$ cat src/hdl/sfr_pkg.sv
package sfr_pkg;

	localparam int MAX_PATTERN  = 8;
	localparam int COUNT_WIDTH  = 16;
	localparam int REPORT_WIDTH = 16;
	localparam int WIN_W        = MAX_PATTERN * 8;
	localparam int HELD_W       = $clog2(MAX_PATTERN + 1);
	localparam int CFG_DATA_W   = 64;
	localparam int CFG_ADDR_W   = 5;
	localparam int LEN_W        = 4;

	typedef enum logic [1:0] {
		REG_PATTERN_BYTES,
		REG_PATTERN_LENGTH,
		REG_REPLACEMENT_BYTES,
		REG_REPLACEMENT_LENGTH
	} reg_idx_t;

	typedef struct packed {
		logic [63:0]       pattern;
		logic [HELD_W-1:0] plen;     // effective, 1..MAX_PATTERN
		logic [63:0]       repl;
		logic [LEN_W-1:0]  rlen;     // effective, 0..8
		logic              plen_wr;  // pattern length written this cycle
	} cfg_t;

	typedef struct packed {
		logic load;
		logic push_win;
		logic push_repl;
		logic match_done;
		logic finish;
	} cmd_t;

	typedef struct packed {
		logic prefix_ok;
		logic full_match;
		logic held_zero;
		logic rlen_zero;
		logic repl_end;
		logic last;
		logic can_push;
		logic fin_ok;
	} sts_t;

endpackage

$ cat src/hdl/sfr_if.sv
interface sfr_in_if;
	logic       valid;
	logic       ready;
	logic [7:0] in_char;
	logic       in_last;

	modport source (output valid, output in_char, output in_last, input ready);
	modport sink (input valid, input in_char, input in_last, output ready);
endinterface

interface sfr_out_if;
	logic        valid;
	logic        ready;
	logic [7:0]  out_char;
	logic        out_valid;
	logic        out_last;
	logic [15:0] out_length;
	logic [15:0] replaced_total;

	modport source (output valid, output out_char, output out_valid, output out_last,
		output out_length, output replaced_total, input ready);
	modport sink (input valid, input out_char, input out_valid, input out_last,
		input out_length, input replaced_total, output ready);
endinterface

$ cat src/hdl/sfr_regs.sv
module sfr_regs (
	input  logic                           clk,
	input  logic                           arst_n,
	input  logic                           psel,
	input  logic                           penable,
	input  logic                           pwrite,
	input  logic [sfr_pkg::CFG_ADDR_W-1:0] paddr,
	input  logic [sfr_pkg::CFG_DATA_W-1:0] pwdata,
	output logic [sfr_pkg::CFG_DATA_W-1:0] prdata,
	output logic                           pready,
	output sfr_pkg::cfg_t                  cfg
);
	import sfr_pkg::*;

	logic [63:0]      pattern_q;
	logic [LEN_W-1:0] plen_q;
	logic [63:0]      repl_q;
	logic [LEN_W-1:0] rlen_q;
	logic             wr;
	reg_idx_t         idx;
	logic [LEN_W-1:0] plen_eff;
	logic [LEN_W-1:0] rlen_eff;

	assign pready = 1'b1;
	assign wr     = psel && penable && pwrite;
	assign idx    = reg_idx_t'(paddr[CFG_ADDR_W-1:3]);

	always_ff @(posedge clk or negedge arst_n) begin
		if (!arst_n) begin
			pattern_q <= '0;
			plen_q    <= LEN_W'(1);
			repl_q    <= '0;
			rlen_q    <= '0;
		end else if (wr) begin
			unique case (idx)
				REG_PATTERN_BYTES:      pattern_q <= pwdata[63:0];
				REG_PATTERN_LENGTH:     plen_q    <= pwdata[LEN_W-1:0];
				REG_REPLACEMENT_BYTES:  repl_q    <= pwdata[63:0];
				REG_REPLACEMENT_LENGTH: rlen_q    <= pwdata[LEN_W-1:0];
				default: ;
			endcase
		end
	end

	always_comb begin
		unique case (idx)
			REG_PATTERN_BYTES:      prdata = CFG_DATA_W'(pattern_q);
			REG_PATTERN_LENGTH:     prdata = CFG_DATA_W'(plen_q);
			REG_REPLACEMENT_BYTES:  prdata = CFG_DATA_W'(repl_q);
			REG_REPLACEMENT_LENGTH: prdata = CFG_DATA_W'(rlen_q);
			default:                prdata = '0;
		endcase
	end

	// zero pattern length acts as one, anything beyond the window acts as full window; replacement length caps at 8
	always_comb begin
		plen_eff = plen_q;
		if (plen_q == '0)
			plen_eff = LEN_W'(1);
		else if (plen_q > LEN_W'(MAX_PATTERN))
			plen_eff = LEN_W'(MAX_PATTERN);
		rlen_eff = (rlen_q > LEN_W'(8)) ? LEN_W'(8) : rlen_q;
	end

	assign cfg.pattern = pattern_q;
	assign cfg.plen    = HELD_W'(plen_eff);
	assign cfg.repl    = repl_q;
	assign cfg.rlen    = rlen_eff;
	assign cfg.plen_wr = wr && (idx == REG_PATTERN_LENGTH);

endmodule

$ cat src/hdl/sfr_ctrl.sv
module sfr_ctrl (
	input  logic          clk,
	input  logic          arst_n,
	input  logic          in_valid,
	output logic          in_ready,
	input  sfr_pkg::sts_t sts,
	output sfr_pkg::cmd_t cmd
);
	import sfr_pkg::*;

	typedef enum logic [2:0] {
		ST_IDLE,
		ST_SCAN,
		ST_REPL,
		ST_FLUSH,
		ST_FINISH
	} state_t;

	state_t state_q;
	state_t state_d;
	logic   in_ready_q;

	always_comb begin
		state_d = state_q;
		cmd     = '0;
		unique case (state_q)
			ST_IDLE: begin
				if (in_valid && in_ready_q) begin
					cmd.load = 1'b1;
					state_d  = ST_SCAN;
				end
			end
			ST_SCAN: begin
				if (sts.full_match) begin
					if (sts.rlen_zero)
						cmd.match_done = 1'b1;
					else
						state_d = ST_REPL;
				end else if (sts.prefix_ok) begin
					state_d = sts.last ? ST_FLUSH : ST_FINISH;
				end else if (sts.can_push) begin
					cmd.push_win = 1'b1;
				end
			end
			ST_REPL: begin
				if (sts.can_push) begin
					cmd.push_repl = 1'b1;
					if (sts.repl_end) begin
						cmd.match_done = 1'b1;
						state_d        = ST_SCAN;
					end
				end
			end
			ST_FLUSH: begin
				if (sts.held_zero)
					state_d = ST_FINISH;
				else if (sts.can_push)
					cmd.push_win = 1'b1;
			end
			ST_FINISH: begin
				if (sts.fin_ok) begin
					cmd.finish = 1'b1;
					state_d    = ST_IDLE;
				end
			end
			default: state_d = ST_IDLE;
		endcase
	end

	always_ff @(posedge clk or negedge arst_n) begin
		if (!arst_n) begin
			state_q    <= ST_IDLE;
			in_ready_q <= 1'b1;
		end else begin
			state_q    <= state_d;
			in_ready_q <= (state_d == ST_IDLE);
		end
	end

	assign in_ready = in_ready_q;

endmodule

$ cat src/hdl/sfr_dp.sv
module sfr_dp (
	input  logic          clk,
	input  logic          arst_n,
	input  sfr_pkg::cfg_t cfg,
	input  sfr_pkg::cmd_t cmd,
	output sfr_pkg::sts_t sts,
	input  logic [7:0]    in_char,
	input  logic          in_last,
	output logic          out_full,
	input  logic          out_ready,
	output logic [7:0]    out_char,
	output logic          out_valid,
	output logic          out_last,
	output logic [15:0]   out_length,
	output logic [15:0]   replaced_total
);
	import sfr_pkg::*;

	function automatic logic [REPORT_WIDTH-1:0] report(input logic [COUNT_WIDTH-1:0] v);
		if (COUNT_WIDTH > REPORT_WIDTH && v > COUNT_WIDTH'({REPORT_WIDTH{1'b1}}))
			return '1;
		return REPORT_WIDTH'(v);
	endfunction

	logic [WIN_W-1:0]       win_q;
	logic [HELD_W-1:0]      held_q;
	logic                   last_q;
	logic [2:0]             idx_q;
	logic [COUNT_WIDTH-1:0] written_q;
	logic [COUNT_WIDTH-1:0] match_q;
	// pending byte: held back one emission so the final one can carry the end mark
	logic [7:0]             pend_q;
	logic                   pend_full_q;
	logic [7:0]             oc_q;
	logic                   ov_q;
	logic                   ol_q;
	logic [15:0]            olen_q;
	logic [15:0]            orep_q;
	logic                   ofull_q;

	logic [HELD_W-1:0]      cmp;
	logic [MAX_PATTERN-1:0] hit;
	logic                   out_free;
	logic                   push;
	logic [7:0]             push_byte;
	logic                   rel_pend;
	logic                   fin_out;

	assign cmp = (held_q < cfg.plen) ? held_q : cfg.plen;

	always_comb begin
		for (int i = 0; i < MAX_PATTERN; i++)
			hit[i] = (HELD_W'(i) >= cmp) || (win_q[8*i +: 8] == cfg.pattern[8*i +: 8]);
	end

	assign out_free  = !ofull_q || out_ready;
	assign push      = cmd.push_win || cmd.push_repl;
	assign push_byte = cmd.push_win ? win_q[7:0] : cfg.repl[{idx_q, 3'b000} +: 8];
	assign rel_pend  = push && pend_full_q;
	assign fin_out   = cmd.finish && (pend_full_q || last_q);

	assign sts.prefix_ok  = &hit;
	assign sts.full_match = (&hit) && (held_q >= cfg.plen);
	assign sts.held_zero  = (held_q == '0);
	assign sts.rlen_zero  = (cfg.rlen == '0);
	assign sts.repl_end   = ({1'b0, idx_q} == (cfg.rlen - LEN_W'(1)));
	assign sts.last       = last_q;
	assign sts.can_push   = !pend_full_q || out_free;
	assign sts.fin_ok     = !(pend_full_q || last_q) || out_free;

	// window and counters
	always_ff @(posedge clk or negedge arst_n) begin
		if (!arst_n) begin
			held_q    <= '0;
			last_q    <= 1'b0;
			idx_q     <= '0;
			written_q <= '0;
			match_q   <= '0;
		end else begin
			if (cfg.plen_wr) begin
				held_q <= '0;
			end else if (cmd.load) begin
				if (held_q < HELD_W'(MAX_PATTERN))
					held_q <= held_q + HELD_W'(1);
				last_q <= in_last;
			end else if (cmd.push_win) begin
				held_q <= held_q - HELD_W'(1);
			end else if (cmd.match_done) begin
				held_q <= held_q - cfg.plen;
			end

			if (cmd.match_done)
				idx_q <= '0;
			else if (cmd.push_repl)
				idx_q <= idx_q + 3'd1;

			if (cmd.finish && last_q) begin
				written_q <= '0;
				match_q   <= '0;
			end else begin
				if (push && written_q != '1)
					written_q <= written_q + COUNT_WIDTH'(1);
				if (cmd.match_done && match_q != '1)
					match_q <= match_q + COUNT_WIDTH'(1);
			end
		end
	end

	always_ff @(posedge clk) begin
		if (cmd.load && held_q < HELD_W'(MAX_PATTERN))
			win_q[{held_q[HELD_W-2:0], 3'b000} +: 8] <= in_char;
		else if (cmd.push_win)
			win_q <= win_q >> 8;
		else if (cmd.match_done)
			win_q <= win_q >> {cfg.plen, 3'b000};
	end

	// pending and output register
	always_ff @(posedge clk or negedge arst_n) begin
		if (!arst_n) begin
			pend_full_q <= 1'b0;
			ofull_q     <= 1'b0;
		end else begin
			if (push)
				pend_full_q <= 1'b1;
			else if (fin_out)
				pend_full_q <= 1'b0;

			if (rel_pend || fin_out)
				ofull_q <= 1'b1;
			else if (out_ready)
				ofull_q <= 1'b0;
		end
	end

	always_ff @(posedge clk) begin
		if (push)
			pend_q <= push_byte;

		if (rel_pend) begin
			oc_q   <= pend_q;
			ov_q   <= 1'b1;
			ol_q   <= 1'b0;
			olen_q <= '0;
			orep_q <= '0;
		end else if (fin_out) begin
			oc_q   <= pend_full_q ? pend_q : 8'd0;
			ov_q   <= pend_full_q;
			ol_q   <= last_q;
			olen_q <= last_q ? report(written_q) : 16'd0;
			orep_q <= last_q ? report(match_q) : 16'd0;
		end
	end

	assign out_full       = ofull_q;
	assign out_char       = oc_q;
	assign out_valid      = ov_q;
	assign out_last       = ol_q;
	assign out_length     = olen_q;
	assign replaced_total = orep_q;

endmodule

$ cat src/hdl/stream_find_replace.sv
// An item is accepted while the block is idle and is loaded into the window; the
// scan then makes one decision on the window per step: per output byte, per match
// found, and one more to hand off. No new item is taken until the last is through;
// the final item also passes through the flush. Output stalls hold the scan.
// Reset (arst_n, async, low): window, counters and output empty; registers reset.
module stream_find_replace (
	input  logic                           clk,
	input  logic                           arst_n,
	sfr_in_if.sink                         in_ch,
	sfr_out_if.source                      out_ch,
	input  logic                           psel,
	input  logic                           penable,
	input  logic                           pwrite,
	input  logic [sfr_pkg::CFG_ADDR_W-1:0] paddr,
	input  logic [sfr_pkg::CFG_DATA_W-1:0] pwdata,
	output logic [sfr_pkg::CFG_DATA_W-1:0] prdata,
	output logic                           pready
);
	import sfr_pkg::*;

	cfg_t cfg;
	cmd_t cmd;
	sts_t sts;
	logic in_ready;
	logic out_full;

	sfr_regs u_regs (
		.clk    (clk),
		.arst_n (arst_n),
		.psel   (psel),
		.penable(penable),
		.pwrite (pwrite),
		.paddr  (paddr),
		.pwdata (pwdata),
		.prdata (prdata),
		.pready (pready),
		.cfg    (cfg)
	);

	sfr_ctrl u_ctrl (
		.clk     (clk),
		.arst_n  (arst_n),
		.in_valid(in_ch.valid),
		.in_ready(in_ready),
		.sts     (sts),
		.cmd     (cmd)
	);

	sfr_dp u_dp (
		.clk           (clk),
		.arst_n        (arst_n),
		.cfg           (cfg),
		.cmd           (cmd),
		.sts           (sts),
		.in_char       (in_ch.in_char),
		.in_last       (in_ch.in_last),
		.out_full      (out_full),
		.out_ready     (out_ch.ready),
		.out_char      (out_ch.out_char),
		.out_valid     (out_ch.out_valid),
		.out_last      (out_ch.out_last),
		.out_length    (out_ch.out_length),
		.replaced_total(out_ch.replaced_total)
	);

	assign in_ch.ready  = in_ready;
	assign out_ch.valid = out_full;

endmodule

$ cat src/flat_wrapper.sv
// flat-port wrapper written by rule: the top's interface ports become plain ports
module stream_find_replace_flat import sfr_pkg::*;
  (clk, arst_n, psel, penable, pwrite, paddr, pwdata, prdata, pready, in_ch_valid, in_ch_in_char, in_ch_in_last, in_ch_ready, out_ch_valid, out_ch_out_char, out_ch_out_valid, out_ch_out_last, out_ch_out_length, out_ch_replaced_total, out_ch_ready);
  sfr_in_if in_ch_i ();
  sfr_out_if out_ch_i ();
  input  logic clk;
  input  logic arst_n;
  input  logic psel;
  input  logic penable;
  input  logic pwrite;
  input  logic [sfr_pkg::CFG_ADDR_W-1:0] paddr;
  input  logic [sfr_pkg::CFG_DATA_W-1:0] pwdata;
  output logic [sfr_pkg::CFG_DATA_W-1:0] prdata;
  output logic pready;
  input wire logic [$bits(in_ch_i.valid)-1:0] in_ch_valid;
  input wire logic [$bits(in_ch_i.in_char)-1:0] in_ch_in_char;
  input wire logic [$bits(in_ch_i.in_last)-1:0] in_ch_in_last;
  output wire logic [$bits(in_ch_i.ready)-1:0] in_ch_ready;
  output wire logic [$bits(out_ch_i.valid)-1:0] out_ch_valid;
  output wire logic [$bits(out_ch_i.out_char)-1:0] out_ch_out_char;
  output wire logic [$bits(out_ch_i.out_valid)-1:0] out_ch_out_valid;
  output wire logic [$bits(out_ch_i.out_last)-1:0] out_ch_out_last;
  output wire logic [$bits(out_ch_i.out_length)-1:0] out_ch_out_length;
  output wire logic [$bits(out_ch_i.replaced_total)-1:0] out_ch_replaced_total;
  input wire logic [$bits(out_ch_i.ready)-1:0] out_ch_ready;
  assign in_ch_i.valid = in_ch_valid;
  assign in_ch_i.in_char = in_ch_in_char;
  assign in_ch_i.in_last = in_ch_in_last;
  assign in_ch_ready = in_ch_i.ready;
  assign out_ch_valid = out_ch_i.valid;
  assign out_ch_out_char = out_ch_i.out_char;
  assign out_ch_out_valid = out_ch_i.out_valid;
  assign out_ch_out_last = out_ch_i.out_last;
  assign out_ch_out_length = out_ch_i.out_length;
  assign out_ch_replaced_total = out_ch_i.replaced_total;
  assign out_ch_i.ready = out_ch_ready;
  stream_find_replace u_core (.clk(clk), .arst_n(arst_n), .in_ch(in_ch_i), .out_ch(out_ch_i), .psel(psel), .penable(penable), .pwrite(pwrite), .paddr(paddr), .pwdata(pwdata), .prdata(prdata), .pready(pready));
endmodule
$ cat config.mk
export PLATFORM = sky130hd
export DESIGN_NAME = stream_find_replace_flat
export DESIGN_NICKNAME = d
export VERILOG_FILES = /design/src/hdl/sfr_pkg.sv /design/src/hdl/sfr_if.sv /design/src/hdl/sfr_regs.sv /design/src/hdl/sfr_ctrl.sv /design/src/hdl/sfr_dp.sv /design/src/hdl/stream_find_replace.sv /design/src/flat_wrapper.sv
export SDC_FILE = /design/constraint.sdc
export NUM_CORES = 1
export LEC_CHECK = 0
export BUFFER_PORTS_ARGS = -buffer_cell sky130_fd_sc_hd__buf_2
export CORE_ASPECT_RATIO = 1.5
export CORE_MARGIN = 2
export CORE_UTILIZATION = 59
export CTS_CLUSTER_DIAMETER = 200
export DETAILED_ROUTE_END_ITERATION = 8
export GPL_ROUTABILITY_DRIVEN = 0
export PLACE_DENSITY = 0.77
export SYNTH_ARGS = -nofsm -noshare
export SYNTH_HDL_FRONTEND = slang
export SYNTH_SLANG_ARGS = --single-unit
$ cat constraint.sdc
create_clock -name clk -period 5.2 [get_ports clk]
set_input_delay 0.78 -clock clk [delete_from_list [all_inputs] [get_ports clk]]
set_output_delay 0.78 -clock clk [all_outputs]
set_load 0.05 [all_outputs]
---- Word-level counts from Yosys, hierarchy flattened ----
Index checks and enable logic that the tools add are counted.
storage, ports and cells
  RAM bits ................................ 0
  word-level logic and storage cells ...... 169
  flip-flop bits (word level) ............. 296
  bits in read-only memories .............. 0
  memories ................................ 0
  output and inout bits ................... 109
  bits in latches ......................... 0
  input port bits ......................... 85
operators by class
  shift-type cells ........................ 4
  bitwise operators ....................... 1
  divide/modulo/power cells ............... 0
  equal/unequal tests ..................... 19
  $mul .................................... 0
  reduce and logical (&&, ||, !) cells .... 49
  magnitude comparators ................... 13
  mux-type cells .......................... 55
  $add $sub $neg .......................... 8
operators by type and width
  cell                                                               count
  case mux 64 bit (4 select lines)                                   1
  2-to-1 mux 64 bit                                                  3
  2-to-1 mux 16 bit                                                  6
  bitwise mux 64 bit                                                 1
  equality test 8 bit                                                8
  variable shift 8 x 8 -> 64 bit (first input constant)              1
  indexed part select 64 x 7 -> 8 bit                                1
  indexed part select 8 x 8 -> 64 bit                                1
  right shift 64 x 7 -> 64 bit                                       1
  2-to-1 mux 4 bit                                                   9
  2-to-1 mux 3 bit                                                   11
  adder 16 x 1 -> 16 bit (second input constant)                     2
  2-to-1 mux 8 bit                                                   4
  inequality test 16 bit (second input constant)                     2
  greater-or-equal comparator 3 x 4 -> 1 bit (first input constant)  4
  2-to-1 mux 1 bit                                                   16
  case mux 3 bit (5 select lines)                                    1
  logical OR 1 bit                                                   14
  zero test 4 bit                                                    3
  AND reduction 2 bit                                                6
  nonzero test 2 bit                                                 6
  logical AND 1 bit                                                  11
  greater-or-equal comparator 1 x 4 -> 1 bit (first input constant)  2
  greater-or-equal comparator 2 x 4 -> 1 bit (first input constant)  2
  25 further kinds                                                   33

---- Logic depth before layout (Yosys ltp) ----
  depth in word-level cells ............... 15
  depth in mapped cells ................... 18
  depth with buffers taken out ............ 14

---- Cells and area by module ----
From an unflattened synthesis, not the netlist that was laid out.
second synthesis, totals
  cells, all modules ...................... 1459
  area total of the unflattened synthesis .. 16175.5 um2
by module, submodules not included
  module    instances  sequential area each (um2)  cells an instance  area each (um2)
  sfr_dp    1          4134.0                      983                9694.3
  sfr_regs  1          3404.5                      444                6170.9
  sfr_ctrl  1          101.3                       32                 310.3

---- Least setup slack after synthesis ----
Ideal clock, no wire load.
  path type ............................... register -> register
  start ................................... register u_core.u_regs.plen_q[1]
  end ..................................... register u_core.u_dp.oc_q[0], in the netlist u_core.u_dp.out_char[0] (enable)
  setup time .............................. 0.274 ns
  slack ................................... 0.505 ns
  required time ........................... 4.926 ns
  clock period less this slack ............ 4.695 ns
  arrival time ............................ 4.422 ns
  buffers on the path ..................... 4
  cell stages (with the launch flop) ...... 19
  cells stage by stage .................... dfrtp_1 clkbuf_1 o21ba_2 nor2_1 clkbuf_1 ha_1 inv_1 fa_1 and3_1 o211ai_1 o21ai_0 a221o_1 o2bb2ai_1 a21o_1 o31ai_1 and2_1 buf_2 buf_2 inv_1
on the way
  longest elaborated chain between the ends .. 14
  elaborated cells on any way between the ends .. 31
  classes of those cells .................. 11 x order compare; 6 x mux; 14 x reduce/logical
ends and longest elaborated chain
  what                                                                line                          text
  start: declaration                                                  sfr_regs.sv:16                logic [LEN_W-1:0] plen_q;
  start signal: assignment                                            sfr_regs.sv:37                REG_PATTERN_LENGTH: plen_q <= pwdata[LEN_W-1:0];
  > comparator 4 bit                                                  sfr_regs.sv:60                else if (plen_q > LEN_W'(MAX_PATTERN))
  2-to-1 mux 4 bit                                                    sfr_regs.sv:60
  2-to-1 mux 4 bit *                                                  sfr_regs.sv:58                if (plen_q == '0)
  less-than comparator 4 bit                                          sfr_dp.sv:49                  assign cmp = (held_q < cfg.plen) ? held_q : cfg.plen;
  2-to-1 mux 4 bit                                                    sfr_dp.sv:49
  greater-or-equal comparator 1 x 4 -> 1 bit (tied with other cells)  sfr_dp.sv:53                  hit[i] = (HELD_W'(i) >= cmp) || (win_q[8*i +: 8] == cfg.pattern[8*i +: 8]);
  logical OR 1 bit                                                    sfr_dp.sv:53
  AND reduction 8 bit                                                 sfr_dp.sv:62, sfr_dp.sv:63
  2-to-1 mux 1 bit / logical AND 1 bit (equally long branches)        sfr_ctrl.sv:39, sfr_dp.sv:63
  2-to-1 mux 1 bit *                                                  sfr_ctrl.sv:34                if (sts.full_match) begin
  case mux 1 bit (2 select lines) *                                   sfr_ctrl.sv:26                unique case (state_q)
  logical OR 1 bit *                                                  sfr_dp.sv:57                  assign push = cmd.push_win || cmd.push_repl;
  logical AND 1 bit *                                                 sfr_dp.sv:59                  assign rel_pend = push && pend_full_q;
  nonzero test 2 bit (no source line) *                               -
  end signal: assignment                                              sfr_dp.sv:141                 oc_q <= pend_q;
  end signal: assignment                                              sfr_dp.sv:147                 oc_q <= pend_full_q ? pend_q : 8'd0;
  end: declaration                                                    sfr_dp.sv:34                  logic [7:0] oc_q;
Mark *: on every way between the ends. The rest lies on a longest branch, timed or not.
A chain may end at the register's enable or synchronous reset.

---- Worst setup path after layout ----
  start ................................... register u_core.u_regs.plen_q[0]
  end ..................................... register u_core.u_dp.match_q[11]
on the way
  longest elaborated chain between the ends .. 13
  elaborated cells on any way between the ends .. 29
  classes of those cells .................. 11 x order compare; 5 x mux; 13 x reduce/logical
ends and longest elaborated chain
  what                                                                line            text
  > comparator 4 bit                                                  sfr_regs.sv:60
  2-to-1 mux 4 bit                                                    sfr_regs.sv:60
  2-to-1 mux 4 bit *                                                  sfr_regs.sv:58
  less-than comparator 4 bit                                          sfr_dp.sv:49
  2-to-1 mux 4 bit                                                    sfr_dp.sv:49
  greater-or-equal comparator 1 x 4 -> 1 bit (tied with other cells)  sfr_dp.sv:53
  logical OR 1 bit                                                    sfr_dp.sv:53
  AND reduction 8 bit                                                 sfr_dp.sv:63    assign sts.full_match = (&hit) && (held_q >= cfg.plen);
  logical AND 1 bit *                                                 sfr_dp.sv:63
  2-to-1 mux 1 bit *                                                  sfr_ctrl.sv:34
  case mux 1 bit (2 select lines) *                                   sfr_ctrl.sv:26
  logical AND 1 bit *                                                 sfr_dp.sv:103   if (cmd.match_done && match_q != '1)
  nonzero test 2 bit (no source line) *                               -
  end signal: assignment                                              sfr_dp.sv:104   match_q <= match_q + COUNT_WIDTH'(1);
  end: declaration                                                    sfr_dp.sv:30    logic [COUNT_WIDTH-1:0] match_q;
Marks and branches as above.

==> metrics <==
status finished, final reports clean; unrepaired setup endpoints after global routing false; fin crit period between 4 and 5 ns; CP Capture Type flip-flop; Clock Skew about 0.019 ns; slowest stage cell, crit path dfstp_2; post_cts resized 0; Clock Path Buffers 3; MaxCap Viol Count 0; grt total ovfl 0; Detailed Place HPWL approximately 35 mm; Die Area 29,100 sq um; share of layout cells above drive strength 1 about 26%; register bit total from synthesis 296; Post-Syn Nets 1,625; DP Area around 18,000 sq um; Hold Path Class in2async; gr usage total roughly 33%; initial antenna violation count 4; CTS root buf clkbuf_16; P_leak roughly 8 nW; routed vias/inst 6.53; Avg Cell Area, Syn between 10 and 15 sq um; CTS tree yes; Critical Setup Path Class reg2reg; Worst VDD drop a little over 600 uV; post-layout util 68.1%; crit start category flip-flop; Synth Area in Compound Gates about an eighth; synth top area cells dfrtp_1 28%, edfxtp_1 15%, mux2_2 9.2%, mux2i_1 7.4%, dfxtp_1 4.2%; Core Rows 74; Post-CTS Setup Bufs 0; area delta synth->final 13.4%; Clock Sink Count 296; CTS H-tree lvls 1; fin nets approximately 1,800; Hold Buf Count CTS 0; drt initial violations around 1,200; largest net degree at the start of global routing between 100 and 150; fin crit share around 86%; CP Max Fanout 11; Post-Synth Simple-Gate Area 12.2%; Final Instance Area between 15,000 and 20,000 sq um; Synth async-reset ratio 61.5%; die height roughly 210 um; final hold violation count 0; Mapped Area roughly 16,000 sq um; FF+latch area 7640 sq um; Distinct cells, synth just over 70; top cell type's share of synthesized area 27.5%; DR pass1 iterations 6; WP data required roughly 5.7 ns; DR WL/cell 24.0 um; pwr dens about 640 nW/um^2; mux contribution to synthesized area 19.4%; setup slack after layout ~0.74 ns; Slew Limit Headroom a little under a fifth; Post-Synth Adder-Cell Area 1.19%; Synth Flop Type dfrtp_1; Starting Density between 60% and 70%; Placed Cells roughly 2,000; crit-path max cell delay 0.64 ns; Layout fillers 2,040; core region area about 27,000 sq um; Cells after Synth 1,525; IO buf count 189; I/O pins 194; largest family of logic cells by synthesized area multiplexers; area leader, netlist dfrtp_1; most common cell after layout, fill and taps aside buf_2; Worst-Skew Late Latency slightly below 0.6 ns; Total Power roughly 12 mW; CP cell instances o21ba_2, nor2_4, ha_1, inv_1, fa_1, nand3_1, nand2_1, a21oi_1, o2111ai_1, a211o_1, a211oi_4, buf_4, o2111ai_1, or4_1, a21oi_1; YS warnings 0; DR vias roughly 13,000; DP Worst Slack about 0.84 ns; TritonCTS buffer count 29; Worst-Margin Slew ~1.2 ns; worst hold slack 0.176 ns; Slew Limit Fails 0; non-filler instance count after layout 2,032; Final Routed Wirelength a little under 50 mm; DIE WIDTH 140 um; setup_tns 0 ns; remaining antenna violation count after routing 0; setup violators final 0; worst path arrival time between 4 and 5 ns; fmax about 220 MHz; clock slew at reported path FFs around 0.070 ns; # DRC 0; EDFF count, synth 80; post-synthesis sequential area ratio a little under half; first-pass GRT wire length ~75 mm; vias in the first global route ~13,000; commonest cells after routing, fill and taps aside 187 x buf_2, 180 x dfrtp_1, 134 x mux2_2, 128 x nor2_1; Synth Area in XOR/XNOR under 10%; area occupied by multi-input gates ~8000 sq um
where the power goes:
part	total (mW)	switching, mW	internal (mW)
registers	4.38	0.921	3.45
logic	5.27	3.31	1.96
clock network	2.14	0.927	1.21
path summary, 6_finish.rpt:
check,from,to,slack (ns),cells after the start
min in group clk,pwdata[42],u_core.u_regs.pattern_q[42],0.44,2
hold / removal,arst_n,u_core.u_dp.written_q[3],0.18,1
setup reg to reg,u_core.u_regs.plen_q[0],u_core.u_dp.match_q[11],0.74,15
setup / recovery,u_core.u_regs.plen_q[0],u_core.u_dp.match_q[11],0.74,15
max in group asynchronous,arst_n,u_core.u_regs.pattern_q[40],3.87,2
hold reg to reg,u_core.u_dp.out_length[13],u_core.u_dp.out_length[13],0.47,1
critical path, delay by kind of cell, from the launching register on:
family / cells / cell delay [ns]
AOI/OAI and AO/OA: 7 / 1.79
adders and majority gates: 2 / 0.59
and+or+nand+nor: 4 / 1.04
DFF: 1 / 0.64
buffers and inverters: 2 / 0.27
flip-flops by register name (all words and copies together), names as in the netlist, 8 cells and up:
signal	cells
u_core.u_dp.match_q	16
u_core.u_dp.out_char	8
u_core.u_dp.out_length	16
u_core.u_dp.pend_q	8
u_core.u_dp.replaced_total	16
u_core.u_dp.win_q	64
u_core.u_dp.written_q	16
u_core.u_regs.pattern_q	64
u_core.u_regs.repl_q	64
synthesized netlist by cell type (all sizes together) (23+ instances only):
master	instances
clkbuf	79
a21oi	56
mux2	134
nor3	43
nand2	122
edfxtp	80
mux2i	121
nor2	129
dfrtp	180
dfxtp	34
a221o	23
xnor2	46
xor2	41
o21ai	70
a22o	47
and2	27
buf	30
area by class of cell:
type | count | share of cell area (%)
clock inverters | 9 | 0.479
inverters | 22 | 0.445
multi-input cells | 1098 | 44.4
diodes | 4 | 0.0540
flip-flops and latches | 296 | 41.2
clock buffers | 44 | 4.72
repair buffers | 217 | 6.42
well taps | 342 | 2.31
logic make-up after synthesis:
group	Yosys count
mux	275
xor+xnor	87
simple gates	421
compound gates	299
other cells	1
buf+inv	131
flops	296
fa+ha+maj	15
layer usage:
metal / vias up / routed length [um] / track usage [%]
met4: 0 / 4430 / 25.4
li1: 5900 / - / -
met5: - / 0 / 0
met1: 6423 / 16900 / 36.8
met3: 203 / 3270 / 4.46
met2: 733 / 24100 / 55.9
Note: power is estimated with default switching activity, not from simulation.
